--- src/hdl/cob_pkg.sv ---
// Shared types and constants for the cursor overlay alpha blend core.
`timescale 1ns / 1ps

package cob_pkg;

    // Sprite memory geometry.
    localparam int SPRITE_DEPTH = 1024;
    localparam int SPRITE_AW    = 10;

    // Default cursor geometry.
    localparam int CURSOR_SIZE_DEF = 32;
    localparam int HOTSPOT_DEF     = 2;

    // Field widths.
    localparam int COORD_W = 12;
    localparam int FRAME_W = 13;
    localparam int PIXEL_W = 32;
    localparam int CFG_IW  = 2;
    localparam int CFG_DW  = 13;

    // Configuration register indexes.
    localparam logic [CFG_IW-1:0] REG_FRAME_WIDTH  = 2'd0;
    localparam logic [CFG_IW-1:0] REG_FRAME_HEIGHT = 2'd1;
    localparam logic [CFG_IW-1:0] REG_POINTER_X    = 2'd2;
    localparam logic [CFG_IW-1:0] REG_POINTER_Y    = 2'd3;

    // Request types.
    localparam logic REQ_COMPOSE = 1'b0;
    localparam logic REQ_WRITE   = 1'b1;

    // A pixel after the sprite lookup, on its way to the blend stages.
    typedef struct packed {
        logic               hit;
        logic [PIXEL_W-1:0] bg;
        logic [PIXEL_W-1:0] src;
    } cob_pix_t;

endpackage

--- src/hdl/cob_blend.sv ---
// Alpha blend datapath: channel products, divide by 255 and the output register.
`timescale 1ns / 1ps

module cob_blend (
    input  logic                    aclk,
    input  logic                    aresetn,
    input  logic                    in_valid,
    output logic                    in_ready,
    input  cob_pkg::cob_pix_t       in_pix,
    output logic                    m_valid,
    input  logic                    m_ready,
    output logic [cob_pkg::PIXEL_W-1:0] m_composed_pixel,
    output logic                    m_covered
);
    import cob_pkg::*;

    // Exact x / 255 for x up to 255 * 255.
    function automatic logic [7:0] div255(input logic [15:0] x);
        logic [16:0] y;
        logic [16:0] q;
        y = 17'(x) + 17'd1;
        q = (y + (y >> 8)) >> 8;
        return q[7:0];
    endfunction

    logic        s2_v_reg, s2_v_next;
    logic        s2_cov_reg;
    logic        s2_opaque_reg;
    logic [PIXEL_W-1:0] s2_bg_reg;
    logic [23:0] s2_src_reg;
    logic [15:0] s2_sum_reg [3];
    logic [15:0] sum_next [3];

    logic        m_valid_reg, m_valid_next;
    logic [PIXEL_W-1:0] m_pixel_reg, m_pixel_next;
    logic        m_cov_reg;

    logic        en2, en3;
    logic [7:0]  alpha, inv_alpha;
    logic        in_cov, in_opaque;

    assign en3      = !m_valid_reg || m_ready;
    assign en2      = !s2_v_reg || en3;
    assign in_ready = en2;

    assign alpha     = in_pix.src[31:24];
    assign inv_alpha = 8'd255 - alpha;
    assign in_cov    = in_pix.hit && (alpha != 8'd0);
    assign in_opaque = (alpha == 8'd255);

    always_comb begin
        for (int c = 0; c < 3; c++) begin
            sum_next[c] = 16'(in_pix.bg[c*8 +: 8] * inv_alpha)
                        + 16'(in_pix.src[c*8 +: 8] * alpha);
        end
    end

    assign s2_v_next    = in_valid;
    assign m_valid_next = s2_v_reg;

    always_comb begin
        if (!s2_cov_reg) begin
            m_pixel_next = s2_bg_reg;
        end else if (s2_opaque_reg) begin
            m_pixel_next = {8'h00, s2_src_reg};
        end else begin
            m_pixel_next = {8'h00, div255(s2_sum_reg[2]), div255(s2_sum_reg[1]),
                            div255(s2_sum_reg[0])};
        end
    end

    always_ff @(posedge aclk) begin
        if (!aresetn) begin
            s2_v_reg    <= 1'b0;
            m_valid_reg <= 1'b0;
        end else begin
            if (en2) begin
                s2_v_reg <= s2_v_next;
            end
            if (en3) begin
                m_valid_reg <= m_valid_next;
            end
        end
    end

    always_ff @(posedge aclk) begin
        if (en2 && in_valid) begin
            s2_cov_reg    <= in_cov;
            s2_opaque_reg <= in_opaque;
            s2_bg_reg     <= in_pix.bg;
            s2_src_reg    <= in_pix.src[23:0];
            for (int c = 0; c < 3; c++) begin
                s2_sum_reg[c] <= sum_next[c];
            end
        end
        if (en3 && s2_v_reg) begin
            m_pixel_reg <= m_pixel_next;
            m_cov_reg   <= s2_cov_reg;
        end
    end

    assign m_valid          = m_valid_reg;
    assign m_composed_pixel = m_pixel_reg;
    assign m_covered        = m_cov_reg;

endmodule
--- config.mk ---
export PLATFORM = sky130hd
export DESIGN_NAME = cob_blend
export DESIGN_NICKNAME = d
export VERILOG_FILES = /design/src/hdl/cob_pkg.sv /design/src/hdl/cob_blend.sv
export SDC_FILE = /design/constraint.sdc
export NUM_CORES = 1
export LEC_CHECK = 0
export BUFFER_PORTS_ARGS = -buffer_cell sky130_fd_sc_hd__buf_2
export CAP_MARGIN = 10
export CORE_AREA = 2 2 285 287
export CTS_CLUSTER_DIAMETER = 50
export CTS_CLUSTER_SIZE = 24
export DETAILED_ROUTE_END_ITERATION = 8
export DIE_AREA = 0 0 287 289
export MAX_ROUTING_LAYER = met4
export SETUP_SLACK_MARGIN = 0.4
export SLEW_MARGIN = 25
export SYNTH_ARGS = -nofsm -noshare
export SYNTH_HDL_FRONTEND = slang
export SYNTH_SLANG_ARGS = --single-unit
--- constraint.sdc ---
create_clock -name aclk -period 6.07 [get_ports aclk]
set_input_delay 0.9105 -clock aclk [delete_from_list [all_inputs] [get_ports aclk]]
set_output_delay 0.9105 -clock aclk [all_outputs]
set_load 0.01 [all_outputs]
; ---- Word level (Yosys, flattened, before mapping)
; Memories as Yosys holds them, arrays and structs flattened.
; Cells that the tools add are included.
[totals]
output_inout_bits = 35
ramBits = 48
elab_cells = 38
regBits = 93
n_memories = 1
latch_bits = 0
mem_bits_ro = 0
[memory_table]
columns = memory, words, width, rd, rd_ports_with_merged_regs, wr, line
row1 = s2_sum_reg, 3, 16, 3, 0, 3, cob_blend.sv:31  ; logic [15:0] s2_sum_reg [3];
[op_classes]
eq_ne = 1
reduce_logical = 8
mux = 4
n_addsub = 10
div_mod_pow = 0
multipliers = 6
bitwise_logic = 0
order_cmp = 0
shift = 0
[op_table]
columns = op, n
row1 = 8-bit by 8-bit multiplier with 16-bit output, 6
row2 = "16-bit by 1-bit adder with 17-bit output, second input constant", 3
row3 = 16-bit adder, 3
row4 = 16-bit by 9-bit adder with 16-bit output, 3
row5 = 32-bit 2-to-1 mux, 1
row6 = 24-bit 2-to-1 mux, 1
row7 = "8-bit equality test, second input constant", 1
row8 = 8-bit nonzero test, 1
row9 = "8-bit subtractor, first input constant", 1
row10 = 1-bit logical AND, 3
row11 = 1-bit zero test, 2
row12 = 1-bit logical OR, 2
row13 = 1-bit 2-to-1 mux, 2

; ---- Logic depth before layout (Yosys ltp)
; Gate-level depths: netlist (run 1).
[depth]
ltp_word = 6
ltp_mapped = 22
depth_no_buf = 20

; ---- Least setup slack after synthesis (run 1)
; No wires, ideal clock.
[synth_path]
path_type = input port to flip-flop
startpoint = input port in_pix[26] (netlist name)
endpoint = memory s2_sum_reg[2][14] (netlist: s2_sum_reg[0][46]), data pin
required_ps = 5804
slack_ps = -209
t_arrival_ps = 6013
stages = 18
cell_sequence = buf_1 > clkbuf_1 > nand2_1 > fa_1 > fa_1 > fa_1 > fa_1 > fa_1 > fa_1 > inv_1 > ha_1 > or2_2 > a21oi_1 > a31oi_1 > a221oi_1 > nor2b_1 > o41ai_1 > xnor2_1
[synth_rtl]
columns = element, line
row1 = start: declaration, cob_blend.sv:9  ; input cob_pkg::cob_pix_t in_pix,
row2 = end: declaration, cob_blend.sv:31

==> flow_metrics.tcl, run 1 <==
set metrics [dict create \
    viasPerCell 4.176 \
    maxSlewViolCount 0 \
    drtIter0Drc 731 \
    final_cell_count_no_fill 3282 \
    combPwrFrac_pct 77.9 \
    p_leak_nw 11.20 \
    regArea_sq_um 4214 \
    grt_pass1_wl_um 80840 \
    ant_nets 0 \
    antenna_found_initial 6 \
    cts_buffer_depth 2 \
    ys_async_sr_fraction_pct 0 \
    cp.arrival_ns 5.88 \
    cts_buffers 17 \
    avgSynthCellArea_sq_um 10.08 \
    worst_pin_slew_ns 0.9124 \
    rr_worst_depth 12 \
    cts.sinks 141 \
    setup_viol 0 \
    hold_depth 1 \
    wl_um 50630 \
    largest_reg_flops 48 \
    max_slew_margin_pct 38.95 \
    path_cells "buf_16, buf_6, and2_1, fa_1, inv_1, fa_1, inv_1, fa_2, fa_2, fa_1, inv_1, fa_1, inv_1, ha_4, o41a_1, a221oi_2, nor2b_1, o41ai_2, xnor2_1" \
    endpoint_kind "register" \
    dp_hpwl_um 40950 \
    final_nets 2771 \
    grt_use_total_pct 13.01 \
    clk_pin_slew_ns 0.07 \
    ctsRootBufferMaster "clkbuf_16" \
    area_delta_synth_final_pct 22.04 \
    die_w_um 287 \
    peakVddDrop_v 0.0004466 \
    layout_min_cycle_time_ns 5.683 \
    crit_buf_inv 6 \
    synth-seq-area-share_pct 21.29 \
    ios 104 \
    overflow 0 \
    grt_max_degree 74 \
    wl_per_cell_um 15.43 \
    syn-instance-count 1963 \
    p_sw_share_pct 42.65 \
    clk_latency_ns 0.45 \
    dieArea_sq_um 82940 \
    rsz0062_at_grt "true" \
    status "finished, final reports clean" \
    die_h_um 289 \
    netlist_area_sq_um 19790 \
    intPower_w 0.007819 \
    ys_seq_elements 141 \
    cpMaxStageDelayCell "fa_1" \
    worstPathMaxFanout 11 \
    max_freq_ghz 0.1760 \
    gp_congestion 0.8709 \
    ys_warn_count 0 \
    hold_path_class "reg -> reg" \
    power_frac_seq_pct 14.0 \
    power.net_switching_w 0.005815 \
    drive_gt1_share_pct 18.02 \
    dp_cells 3221 \
    cts.htree.levels 4 \
    powerDensity_nw_per_um2 564.5 \
    synth_cell_type_count 66 \
    start_kind "input port" \
    worstPathRequired_ns 6.27 \
    drc 0 \
    firstDrtPassIters 5 \
    hold_violations 0 \
    ys.flop_type "edfxtp_1" \
    crit_type "in -> reg" \
    initial_core_util_pct 24.77 \
    multi_input_area_sq_um 14320 \
    synth_edf_count 139 \
    final_core_util_pct 30.23 \
    rows 104 \
    core_area_sq_um 79900 \
    critical_path_depth 19 \
    cpLargestDelayFamily "adder cells" \
    skew_ns 0.01246 \
    cts_tree "done" \
    grt_pass1_vias 14640 \
    io_buffers 103 \
    cp_slowest_stage_delay_ns 0.53 \
    period_share_pct 93.63 \
    fill_cells 8354 \
    maxCapViolCount 0 \
    power_frac_clock_pct 8.1 \
    vias 13710 \
]
[power groups by stage]
stage	sequential, W	combinational, W	clock, W
6_report	0.00191	0.0106	0.00110
5_1_grt	0.00194	0.0121	0.00116
4_1_cts	0.00191	0.0101	0.00113
3_5_place_dp	0.00193	0.00994	0
3_3_place_gp	0.00192	0.00981	0
2_1_floorplan	0.00188	0.00711	0
[metrics by stage]
step	setup TNS (ns)	instance area (sq um)	total power, W	setup WS, ns	hold WS (ns)
global route	0	24150	0.01519	0.2277	0.5576
finish	0	24150	0.01363	0.3869	0.5224
CTS	0	23670	0.01314	0.3960	0.5292
global placement	-2.049	22890	0.01173	-0.2747	0.5092
floorplan	0	20240	0.008991	0.2148	0.4768
detailed placement	-2.724	22890	0.01187	-0.3392	0.5118
[worst paths after layout]
kind | slack, ns | start | end
setup reg to reg | 2.17 | s2_sum_reg[0][35] | m_composed_pixel[23]
setup / recovery | 0.39 | in_pix[28] | s2_sum_reg[0][14]
hold reg to reg | 0.52 | m_valid_next | m_valid
hold / removal | 0.52 | m_valid_next | m_valid
[final cells by class]
type	count	share of cell area [%]
Inverter	419	6.512
Sequential cell	141	17.45
Tap cell	1060	5.491
Antenna cell	8	0.08288
Clock buffer	17	1.761
Clock inverter	15	0.8029
Multi-Input combinational cell	1356	59.29
Timing Repair Buffer	266	8.610
[routing by layer]
layer  track usage (%)  part of all wire (%)
met1             17.22                    47
met2             20.82                    47
met3             2.157                   5.2
met4             2.982                   1.3
met5                 -                     0
[synth_stat cells (3+ instances only)]
| cell type | count | area share [%] |
|---|---|---|
| mux2_2 | 4 | 0.23 |
| a221o_1 | 8 | 0.40 |
| nand3_1 | 25 | 0.63 |
| ha_1 | 213 | 13 |
| or3_1 | 8 | 0.25 |
| nor4_1 | 5 | 0.16 |
| a31oi_1 | 6 | 0.19 |
| edfxtp_1 | 139 | 21 |
| or2_2 | 4 | 0.13 |
| o21ai_0 | 19 | 0.48 |
| o21bai_1 | 3 | 0.11 |
| fa_1 | 288 | 29 |
| o31ai_1 | 5 | 0.19 |
| nor2_1 | 56 | 1.1 |
| nor3_1 | 18 | 0.46 |
| nand4b_1 | 3 | 0.13 |
| a221oi_1 | 4 | 0.18 |
| inv_1 | 418 | 7.9 |
| and3_1 | 7 | 0.22 |
| o21ai_1 | 3 | 0.076 |
| and2_1 | 138 | 4.4 |
| nand2b_1 | 91 | 2.9 |
| a21oi_1 | 37 | 0.94 |
| a211oi_1 | 5 | 0.19 |
| mux2i_1 | 8 | 0.40 |
| nor2b_1 | 119 | 3.8 |
| a21o_1 | 9 | 0.34 |
| xnor2_1 | 62 | 2.7 |
| o21a_1 | 12 | 0.46 |
| nand4_1 | 12 | 0.38 |
| xor2_1 | 36 | 1.6 |
| and4_1 | 4 | 0.18 |
| a21boi_0 | 3 | 0.11 |
| clkbuf_1 | 46 | 0.87 |
| o211ai_1 | 3 | 0.11 |
| a22oi_1 | 10 | 0.38 |
| nand2_1 | 97 | 1.8 |
[cell usage in the layout, fill, tap and decap left out, types with 25 or more instances in the layout]
cell type / Yosys / routed
nand2b_1: 91 / 71
a21oi_1: 37 / 34
buf_2: 0 / 87
inv_1: 418 / 414
edfxtp_1: 139 / 139
nor2b_1: 119 / 117
nand2_1: 97 / 93
fa_1: 288 / 282
buf_4: 0 / 145
ha_1: 213 / 197
xnor2_1: 62 / 62
nand3_1: 25 / 25
xor2_1: 36 / 36
and2_1: 138 / 131
nor2_1: 56 / 56
[logic make-up after synthesis]
| kind of cell | share of synthesized area [%] |
|---|---|
| simple gates | 17.13 |
| xor+xnor | 4.558 |
| buf+inv | 8.927 |
| flops | 21.29 |
| fa+ha+maj | 42.60 |
| other cells | 0.01895 |
| compound gates | 4.843 |
| mux | 0.6322 |
[repair_timing]
action	CTS	global route
gates cloned	2	2
gates resized for setup	26	73
hold buffers	0	0
setup buffers	2	15
pin swaps	20	59
setup endpoints to repair	12	11
(Power assumes the default switching activity.)
==> inputs of run 2 (changes only) <==
--- a/config.mk
+++ b/config.mk
@@ -13,6 +13,7 @@
 export DETAILED_ROUTE_END_ITERATION = 8
 export DIE_AREA = 0 0 287 289
 export MAX_ROUTING_LAYER = met4
+export PLACE_DENSITY = 0.38
 export SETUP_SLACK_MARGIN = 0.4
 export SLEW_MARGIN = 25
 export SYNTH_ARGS = -nofsm -noshare
==> flow_metrics.tcl, run 2 (same netlist as run 1, synthesis figures left out) <==
set metrics [dict create \
    status "finished, final reports clean" \
    grt_use_total_pct 14.75 \
    final_common_cell "inv_1" \
    wl_per_cell_um 17.18 \
    worstPathMaxFanout 19 \
    core_area_sq_um 79900 \
    antenna_found_initial 2 \
    rr_worst_depth 12 \
    final_nets 2792 \
    wl_met1_um 27000 \
    worstPathRequired_ns 6.29 \
    dr_wl_met2_um 27240 \
    crit_type "in -> reg" \
    hold_depth 1 \
    cts.sinks 141 \
    peakVddDrop_v 0.0006545 \
    top_layer_used "met4" \
    skew_ns 0.01149 \
    reg2reg_slack_ns 2.00 \
    p_leak_nw 11.23 \
    area_delta_synth_final_pct 22.08 \
    dp_hpwl_um 46370 \
    cpLargestDelayFamily "adder cells" \
    max_slew_margin_pct 44.74 \
    io_buffers 103 \
    dieArea_sq_um 82940 \
    hold_path_class "reg -> reg" \
    crit_buf_inv 7 \
    die_w_um 287 \
    crit_path_frequent_cell "fa_1" \
    layout_min_cycle_time_ns 5.663 \
    layout_common_cells "414 x inv_1, 283 x fa_1, 198 x ha_1" \
    cts_tree "done" \
    die_h_um 289 \
    setup_viol 0 \
    max_freq_ghz 0.1766 \
    rsz0062_at_grt "true" \
    grt_pass1_wl_um 89530 \
    hold_path_end "m_composed_pixel[25]" \
    drc 0 \
    met3_length_um 1783 \
    path_cells "buf_12, buf_4, nand2b_4, fa_1, inv_1, ha_1, inv_1, fa_1, inv_2, fa_1, inv_1, fa_1, inv_1, fa_1, ha_4, nand2_2, o21ai_2, o41a_1, a221oi_2, nor2b_1, o41ai_2, xnor2_1" \
    ctsHoldBuffers 0 \
    wl_um 56650 \
    firstDrtPassIters 5 \
    maxCapViolCount 0 \
    cts_buffer_depth 2 \
    powerDensity_nw_per_um2 563.2 \
    maxSlewViolCount 0 \
    cp.arrival_ns 5.88 \
    period_share_pct 93.30 \
    worst_pin_slew_ns 0.8280 \
    overflow 0 \
    grt_max_degree 67 \
    clk_latency_ns 0.49 \
    vias 13890 \
    grt_pass1_vias 15330 \
    initial_core_util_pct 24.77 \
    drive_gt1_share_pct 18.49 \
    start_kind "input port" \
    cts_buffers 17 \
    largest_reg_flops 48 \
    r2r-end "m_composed_pixel[23]" \
    rows 104 \
    ant_nets 0 \
    ios 104 \
    cts.htree.levels 4 \
    ctsRootBufferMaster "clkbuf_16" \
    final_core_util_pct 30.24 \
    rr_startpoint "s2_sum_reg[0][35]" \
    gp_congestion 0.7978 \
    endpoint_kind "register" \
    hp-start "s2_bg_reg[25]" \
    cp_slowest_stage_delay_ns 0.55 \
    hold_slack_ns 0.5311 \
    hold_violations 0 \
    clk_pin_slew_ns 0.07 \
    viasPerCell 4.212 \
    drtIter0Drc 475 \
    cpMaxStageDelayCell "fa_1" \
]
## run 2: cell types whose count changed in the layout (fill, tap and decap cells not counted), moves of 3 or more
| cell | before | now |
|---|---|---|
| o21ai_1 | 8 | 5 |
| buf_2 | 87 | 91 |
| nand2b_4 | 20 | 17 |
| diode_2 | 8 | 4 |
| buf_12 | 9 | 13 |
| buf_4 | 145 | 170 |
| buf_6 | 12 | 7 |
| nand2b_1 | 71 | 74 |
| inv_8 | 6 | 1 |
## run 2: layout make-up
class                      instances  area (sq um)
fill                            8434         55730
multi-input combinational       1356         14290
sequential                       141          4214
timing repair buffer             287          2168
inverter                         419          1573
tap                             1060          1326
clock buffer                      17         425.4
clock inverter                    14         158.9
antenna                            4         10.01
## run 2: layer usage
layer	track usage, %	vias up
li1	-	6694
met1	19.42	6978
met2	24.05	189
met3	2.205	31
met4	3.125	0
met5	-	-
## run 2: how the worst max path moves through the flow
stage                                   end  slack (ns)  depth (start not counted)        from
after floorplan           s2_sum_reg[0][14]        0.21                         17  in_pix[27]
after global placement    s2_sum_reg[0][46]       -0.34                         18  in_pix[26]
after detailed placement  s2_sum_reg[0][46]       -0.44                         18  in_pix[26]
after CTS                 s2_sum_reg[0][46]        0.40                         19  in_pix[27]
after global routing      s2_sum_reg[0][46]        0.23                         21  in_pix[27]
final                     s2_sum_reg[0][14]        0.41                         22  in_pix[26]
## run 2: power breakdown
group	leakage [nW]	switching, W	internal [W]
Clock	0.275	0.000495	0.000609
Sequential	1.36	0.000196	0.00172
Combinational	9.59	0.00519	0.00539
## run 2: timing repair
| item | CTS | global route |
|---|---|---|
| gates cloned | 0 | 1 |
| setup buffers | 0 | 9 |
| endpoints found under the setup margin | 11 | 10 |
| gates resized for setup | 8 | 66 |
| pin swaps | 8 | 41 |
## run 2: through the flow
stage | worst slack, ns | power (W) | std cells | setup TNS, ns | area (sq um)
floorplan | 0.2148 | 0.008991 | 1965 | 0 | 20240
global placement | -0.3419 | 0.01209 | 3252 | -2.408 | 23170
detailed placement | -0.4424 | 0.01211 | 3252 | -3.304 | 23170
CTS | 0.3962 | 0.01332 | 3283 | 0 | 23780
global route | 0.2299 | 0.01524 | 3296 | 0 | 24160
finish | 0.4068 | 0.01361 | 3298 | 0 | 24160
==> inputs of run 3 (changes only) <==
--- a/config.mk
+++ b/config.mk
@@ -7,11 +7,11 @@
 export LEC_CHECK = 0
 export BUFFER_PORTS_ARGS = -buffer_cell sky130_fd_sc_hd__buf_2
 export CAP_MARGIN = 10
-export CORE_AREA = 2 2 285 287
+export CORE_AREA = 2 2 340 241
 export CTS_CLUSTER_DIAMETER = 50
 export CTS_CLUSTER_SIZE = 24
 export DETAILED_ROUTE_END_ITERATION = 8
-export DIE_AREA = 0 0 287 289
+export DIE_AREA = 0 0 342 243
 export MAX_ROUTING_LAYER = met4
 export PLACE_DENSITY = 0.38
 export SETUP_SLACK_MARGIN = 0.4
==> flow_metrics.tcl, run 3 (same netlist as run 1, synthesis figures left out) <==
set metrics [dict create \
    status "finished, final reports clean" \
    wl_per_cell_um 17.35 \
    total_power_w 0.01342 \
    cts_tree "done" \
    powerDensity_nw_per_um2 557.4 \
    max_slew_margin_pct 36.69 \
    layout_setup_ws_ns 0.4459 \
    final_nets 2777 \
    cp.arrival_ns 5.86 \
    place_ws_ns -0.3242 \
    firstDrtPassIters 5 \
    dp_cells 3246 \
    p_leak_nw 11.17 \
    cts.sinks 141 \
    hp-start "s2_bg_reg[24]" \
    layout_min_cycle_time_ns 5.624 \
    die_w_um 342 \
    hold_path_class "reg -> reg" \
    viasPerCell 4.176 \
    final_cell_count_no_fill 3289 \
    crit_type "in -> reg" \
    cts.htree.levels 4 \
    r2r-end "m_composed_pixel[3]" \
    rsz0062_at_grt "true" \
    cts_buffers 17 \
    rr_startpoint "s2_sum_reg[0][0]" \
    layout_common_cells "416 x inv_1, 280 x fa_1, 200 x ha_1" \
    setup_viol 0 \
    drive_gt1_share_pct 17.61 \
    area_delta_synth_final_pct 21.68 \
    hold_path_end "m_composed_pixel[24]" \
    clk_latency_ns 0.49 \
    final_common_cell "inv_1" \
    gp_congestion 0.8367 \
    rr_worst_depth 13 \
    worstPathMaxFanout 16 \
    io_buffers 103 \
    core_area_sq_um 79900 \
    ant_nets 0 \
    grt_use_total_pct 14.79 \
    hold_violations 0 \
    overflow 0 \
    endpoint_kind "register" \
    rows 87 \
    vias 13730 \
    maxSlewViolCount 0 \
    dp_hpwl_um 47050 \
    worst_pin_slew_ns 0.9496 \
    cts_buffer_depth 2 \
    max_freq_ghz 0.1778 \
    multi_input_area_sq_um 14250 \
    fill_cells 8489 \
    maxCapViolCount 0 \
    initial_core_util_pct 24.77 \
    dieArea_sq_um 83110 \
    start_kind "input port" \
    grt_pass1_wl_um 90280 \
    peakVddDrop_v 0.0005057 \
    drtIter0Drc 615 \
    worstPathRequired_ns 6.31 \
    hold_depth 1 \
    wl_um 57070 \
    grt_max_degree 62 \
    period_share_pct 92.65 \
    drc 0 \
    regArea_sq_um 4214 \
    grt_pass1_vias 15070 \
    ctsRootBufferMaster "clkbuf_16" \
    skew_ns 0.01219 \
    largest_reg_flops 48 \
    clk_pin_slew_ns 0.07 \
    reg2reg_slack_ns 2.01 \
    antenna_found_initial 4 \
    ios 104 \
    die_h_um 243 \
]
==> run 3: cell count changes in the layout (fill, tap and decap cells not counted), moves of 3 or more <==
| cell | change |
|---|---|
| buf_4 | -19 |
| and2_1 | +3 |
| fa_1 | -3 |
| and2_4 | -3 |
| fa_2 | +3 |
| diode_2 | -3 |
| buf_2 | +4 |
| bufinv_16 | +3 |
==> run 3: worst max path at each step <==
stage | cells after the start | from | slack [ns] | end
floorplan | 17 | in_pix[27] | 0.21 | s2_sum_reg[0][14]
global placement | 22 | in_pix[25] | -0.30 | s2_sum_reg[0][47]
detailed placement | 22 | in_pix[25] | -0.32 | s2_sum_reg[0][47]
CTS | 22 | in_pix[25] | 0.41 | s2_sum_reg[0][47]
global route | 18 | in_pix[27] | 0.27 | s2_sum_reg[0][14]
finish | 22 | in_pix[26] | 0.45 | s2_sum_reg[0][15]
==> run 3: layout make-up <==
| cell class | count | share of cell area [%] |
|---|---|---|
| Antenna cell | 1 | 0.01039 |
| Clock buffer | 20 | 1.896 |
| Clock inverter | 12 | 0.8677 |
| Inverter | 419 | 6.531 |
| Multi-Input combinational cell | 1356 | 59.19 |
| Sequential cell | 141 | 17.50 |
| Tap cell | 1068 | 5.549 |
| Timing Repair Buffer | 272 | 8.453 |
==> run 3: metal layers <==
metal	wire length, um	vias to the layer above	share of wire [%]	GRT usage, %
met5	0	-	0	-
met1	29920	6866	52	21.53
li1	-	6662	-	-
met2	24810	177	43	21.74
met3	1737	29	3.0	2.099
met4	603	0	1.1	2.941
==> run 3: stage by stage <==
| stage | area (sq um) | hold slack, ns | TNS (ns) | util (%) |
|---|---|---|---|---|
| after floorplan | 20240 | 0.4768 | 0 | - |
| after global placement | 23120 | 0.5008 | -2.365 | 28.93 |
| after detailed placement | 23120 | 0.5223 | -2.509 | 28.93 |
| after CTS | 23800 | 0.5390 | 0 | 29.78 |
| after global routing | 24080 | 0.5524 | 0 | 30.14 |
| final | 24080 | 0.5326 | 0 | 30.14 |
==> run 3: timing repair <==
| action | 4_1_cts | 5_1_grt |
|---|---|---|
| setup endpoints to repair | 8 | 12 |
| cloned | 0 | 2 |
| resized for setup | 7 | 40 |
| hold endpoints to repair | 0 | 0 |
| pin swaps | 6 | 15 |
| setup buffers | 0 | 8 |
| hold buffers | 0 | 0 |
==> run 3: where the power goes <==
group	total, W	internal (W)	leakage (nW)	switching, W
combinational	0.0103	0.00512	9.49	0.00514
sequential	0.00193	0.00172	1.36	0.000206
clock	0.00123	0.000755	0.318	0.000476
total	0.0134	0.00760	11.2	0.00582
==> run 3: worst max-delay path: stages <==
cell and delay (ns):
buf_6 0.14, buf_12 0.16, nand2b_4 0.15, fa_1 0.51, inv_1 0.04, ha_1 0.26
inv_1 0.05, fa_1 0.49, inv_1 0.05, fa_1 0.53, inv_1 0.05, fa_1 0.47
inv_1 0.05, fa_1 0.48, ha_4 0.30, o21ai_0 0.11, o21ai_1 0.26, and4_1 0.28
nor3_2 0.07, o31ai_1 0.21, a21oi_1 0.11, xnor2_1 0.14
